--- src/hdl/bpc_fifo.sv ---
module bpc_fifo #(
    parameter int WIDTH = 8,
    parameter int DEPTH = 4
) (
    input  logic             clk,
    input  logic             rst_n,
    input  logic             wr_en,
    input  logic [WIDTH-1:0] wr_data,
    input  logic             rd_en,
    output logic [WIDTH-1:0] rd_data,
    output logic             full,
    output logic             empty
);
    localparam int PTR_W = (DEPTH > 1) ? $clog2(DEPTH) : 1;
    localparam int CNT_W = $clog2(DEPTH + 1);

    logic [WIDTH-1:0] mem_reg [0:DEPTH-1];
    logic [PTR_W-1:0] wr_ptr_reg, wr_ptr_next;
    logic [PTR_W-1:0] rd_ptr_reg, rd_ptr_next;
    logic [CNT_W-1:0] count_reg, count_next;
    logic             do_wr, do_rd;

    assign full    = (count_reg == CNT_W'(DEPTH));
    assign empty   = (count_reg == '0);
    assign do_wr   = wr_en && !full;
    assign do_rd   = rd_en && !empty;
    assign rd_data = mem_reg[rd_ptr_reg];

    always_comb
    begin
        wr_ptr_next = wr_ptr_reg;
        rd_ptr_next = rd_ptr_reg;
        count_next  = count_reg;
        if (do_wr)
        begin
            wr_ptr_next = (wr_ptr_reg == PTR_W'(DEPTH - 1)) ? '0 : wr_ptr_reg + 1'b1;
        end
        if (do_rd)
        begin
            rd_ptr_next = (rd_ptr_reg == PTR_W'(DEPTH - 1)) ? '0 : rd_ptr_reg + 1'b1;
        end
        if (do_wr && !do_rd)
        begin
            count_next = count_reg + 1'b1;
        end
        else if (do_rd && !do_wr)
        begin
            count_next = count_reg - 1'b1;
        end
    end

    always_ff @(posedge clk or negedge rst_n)
    begin
        if (!rst_n)
        begin
            wr_ptr_reg <= '0;
            rd_ptr_reg <= '0;
            count_reg  <= '0;
        end
        else
        begin
            wr_ptr_reg <= wr_ptr_next;
            rd_ptr_reg <= rd_ptr_next;
            count_reg  <= count_next;
        end
    end

    always_ff @(posedge clk)
    begin
        if (do_wr)
        begin
            mem_reg[wr_ptr_reg] <= wr_data;
        end
    end

endmodule

--- config.mk ---
export PLATFORM = sky130hd
export DESIGN_NAME = bpc_fifo
export DESIGN_NICKNAME = d
export VERILOG_FILES = /design/src/hdl/bpc_fifo.sv
export SDC_FILE = /design/constraint.sdc
export NUM_CORES = 1
export LEC_CHECK = 0
export ABC_CLOCK_PERIOD_IN_PS = 4650
export BUFFER_PORTS_ARGS = -buffer_cell sky130_fd_sc_hd__buf_2
export CAP_MARGIN = 25
export CORE_ASPECT_RATIO = 0.8
export CORE_MARGIN = 5
export CORE_UTILIZATION = 27
export DETAILED_ROUTE_END_ITERATION = 10
export GPL_TIMING_DRIVEN = 0
export MAX_ROUTING_LAYER = met4
export SYNTH_ARGS = -nofsm -noshare
export SYNTH_HDL_FRONTEND = slang
export SYNTH_SLANG_ARGS = --single-unit
--- constraint.sdc ---
create_clock -name clk -period 4.65 [get_ports clk]
set_input_delay 0.465 -clock clk [delete_from_list [all_inputs] [get_ports clk]]
set_output_delay 0.465 -clock clk [all_outputs]
set_load 0.05 [all_outputs]
==> flow_summary.json <==
{
  "vdd_drop_max_uv": 141.8,
  "drc": 0,
  "place_hpwl_um": 1887,
  "final_common_cell": "edfxtp_1",
  "fin_util_pct": 33.15,
  "critPathRequiredTime_ns": 4.18,
  "whs_path_depth": 1,
  "drtIter0Drc": 22,
  "slew_violations": 0,
  "hp-start": "wr_data[5]",
  "fin_crit_sh_pct": 47.20,
  "path_delay_family": "multiplexers",
  "reg2reg_from": "count_reg[1]",
  "rsz0062_at_grt": "false",
  "cp-end-kind": "output pin",
  "crit_top_cell": "buf_2",
  "ys.flop_type": "edfxtp_1",
  "cts_resized": 0,
  "cts.sinks": 39,
  "cts_tree": "built",
  "core_um2": 5881,
  "worst-path-buf-inv": 2,
  "syn-instance-count": 79,
  "grt_util_met1_pct": 7.654,
  "worst_setup_path_start_kind": "register",
  "final_nets": 127,
  "ys_types": 19,
  "ant_nets": 0,
  "finalSetupTns_ns": 0,
  "yosysWarnings": 0,
  "hp-class": "input port to register",
  "synth_nets": 98,
  "antenna_found_initial": 0,
  "drv_cap": 0,
  "ys_seq_elements": 39,
  "worstMarginPinSlew_ns": 0.5353,
  "gr-total-overflow": 0,
  "gr-usage-met2_pct": 12.88,
  "num_vias": 776,
  "gp_congestion": 0.7595,
  "drive_gt1_share_pct": 46.79,
  "crit_path_top_delay_cell": "mux4_2",
  "wl_um": 2618,
  "hold_viol": 0,
  "grt_pass1_vias": 849,
  "rr_worst_depth": 8,
  "die_h_um": 79.29,
  "p_leak_nw": 0.7285,
  "rrSetupSlack_ns": 2.55,
  "finalClockSkew_ns": 0.006247,
  "min_to": "mem_reg[0][5]",
  "slew_headroom_pct": 64.31,
  "fin_crit_ns": 2.195,
  "outcome": "finished, final reports clean",
  "layout_common_cells": "edfxtp_1 (32), buf_2 (22), mux4_2 (8), dfrtp_1 (7)",
  "yosysSeqAreaShare_pct": 70.12,
  "synth_area_um2": 1620,
  "power_mw": 1.361,
  "fmax_mhz": 455.6,
  "r2r-end": "count_reg[2]",
  "use_met3_pct": 3.161,
  "cts_buffer_depth": 2,
  "dieWidth_um": 96.61,
  "setup_viol_count_final": 0,
  "htree_levels": 2,
  "async_flop_share_pct": 17.95,
  "grt_usage_pct": 7.539,
  "ios": 22,
  "crit_type": "register to output pin",
  "vias_per_cell": 4.084,
  "rows": 25,
  "initial_core_util_pct": 27.55,
  "port_buffers": 21,
  "cpPeakStageDelay_ns": 0.56,
  "dieArea_um2": 7660,
  "top_usage_layer": "met2",
  "worstPathCellList": "buf_2 -> mux4_2 -> buf_2",
  "clkLatencyLatePin_ns": 0.29,
  "cp.arrival_ns": 1.73,
  "syn_avg_cell_area_um2": 20.51,
  "clkSlewWorstSetupHoldPaths_ns": 0.07,
  "numCtsBuffers": 5,
  "powerDensity_nw_per_um2": 698.3,
  "grt_max_degree": 13,
  "cts_root_buf": "clkbuf_8",
  "layout-area-overhead-vs-synth_pct": 20.31,
  "largest_register_ffs": 32,
  "first_pass_iters": 3,
  "grt_pass1_wl_um": 4222,
  "critPathMaxFanout": 10,
  "synth_edf_count": 32,
  "n_antenna_cell": 0,
  "avgRoutedWirePerCell_um": 13.78
}
area by class of cell:
class / instances / area [um^2]
multi-input cells: 34 / 452.9
well taps: 81 / 101.3
clock buffers: 7 / 107.6
repair buffers: 22 / 115.1
inverters: 3 / 11.26
plain buffers: 3 / 20.02
flip-flops and latches: 39 / 1136
clock inverters: 1 / 5.005
fillers: 581 / 3931
power by group:
part | switching (mW) | internal, mW
clock | 0.112 | 0.152
sequential | 0.0485 | 0.473
combinational | 0.362 | 0.214
total | 0.522 | 0.839
worst max-delay path by stage:
stage / to / startpoint / cells after the start / slack [ns]
2_1_floorplan: count_reg[2] / count_reg[0] / 8 / 1.66
3_3_place_gp: count_reg[2] / count_reg[0] / 8 / 2.71
3_5_place_dp: count_reg[2] / count_reg[0] / 8 / 2.60
4_1_cts: rd_data[3] / rd_ptr_reg[0] / 3 / 2.41
5_1_grt: rd_data[5] / rd_ptr_reg[0] / 3 / 2.34
6_report: rd_data[3] / rd_ptr_reg[0] / 3 / 2.46
Yosys cell counts, types with 2 or more instances:
cell type	instances	share of area (%)
mux2_2	3	2.1
mux2_4	2	1.9
dfrtp_1	7	11
mux4_2	8	11
xor2_1	2	1.1
inv_1	3	0.69
ha_1	6	4.6
nor2_1	3	0.69
edfxtp_1	32	59
and2_2	4	1.9
per-layer routing:
layer	vias up	part of all wire, %
met1	392	40
met3	7	5.7
met4	0	2.2
met2	20	52
li1	357	-
met5	-	0
repair_timing:
action	CTS	global route
hold buffers	1	0
setup buffers	0	0
hold endpoints to repair	7	0
through the flow:
| step | setup WS (ns) | cells | hold slack (ns) | area [um^2] |
|---|---|---|---|---|
| 2_1_floorplan | 1.659 | 79 | 0.1694 | 1620 |
| 3_3_place_gp | 2.708 | 181 | 0.3027 | 1827 |
| 3_5_place_dp | 2.599 | 181 | 0.3065 | 1827 |
| 4_1_cts | 2.414 | 190 | 0.3725 | 1949 |
| 5_1_grt | 2.344 | 190 | 0.3701 | 1949 |
| 6_report | 2.455 | 190 | 0.3844 | 1949 |
cell families after synthesis:
kind of cell / synth area share [%]
xor+xnor: 1.622
flops: 70.12
buf+inv: 1.930
fa+ha+maj: 5.869
simple gates: 5.405
mux: 15.06
worst register-to-register path, stage by stage (launching register included):
cell and delay, ns:
dfrtp_1 0.46, nor3_1 0.30, nand2b_4 0.21, ha_1 0.20, inv_1 0.07, fa_1 0.38, xor2_1 0.16, nor2_1 0.11
xor2_1 0.16
(Power assumes the default switching activity.)
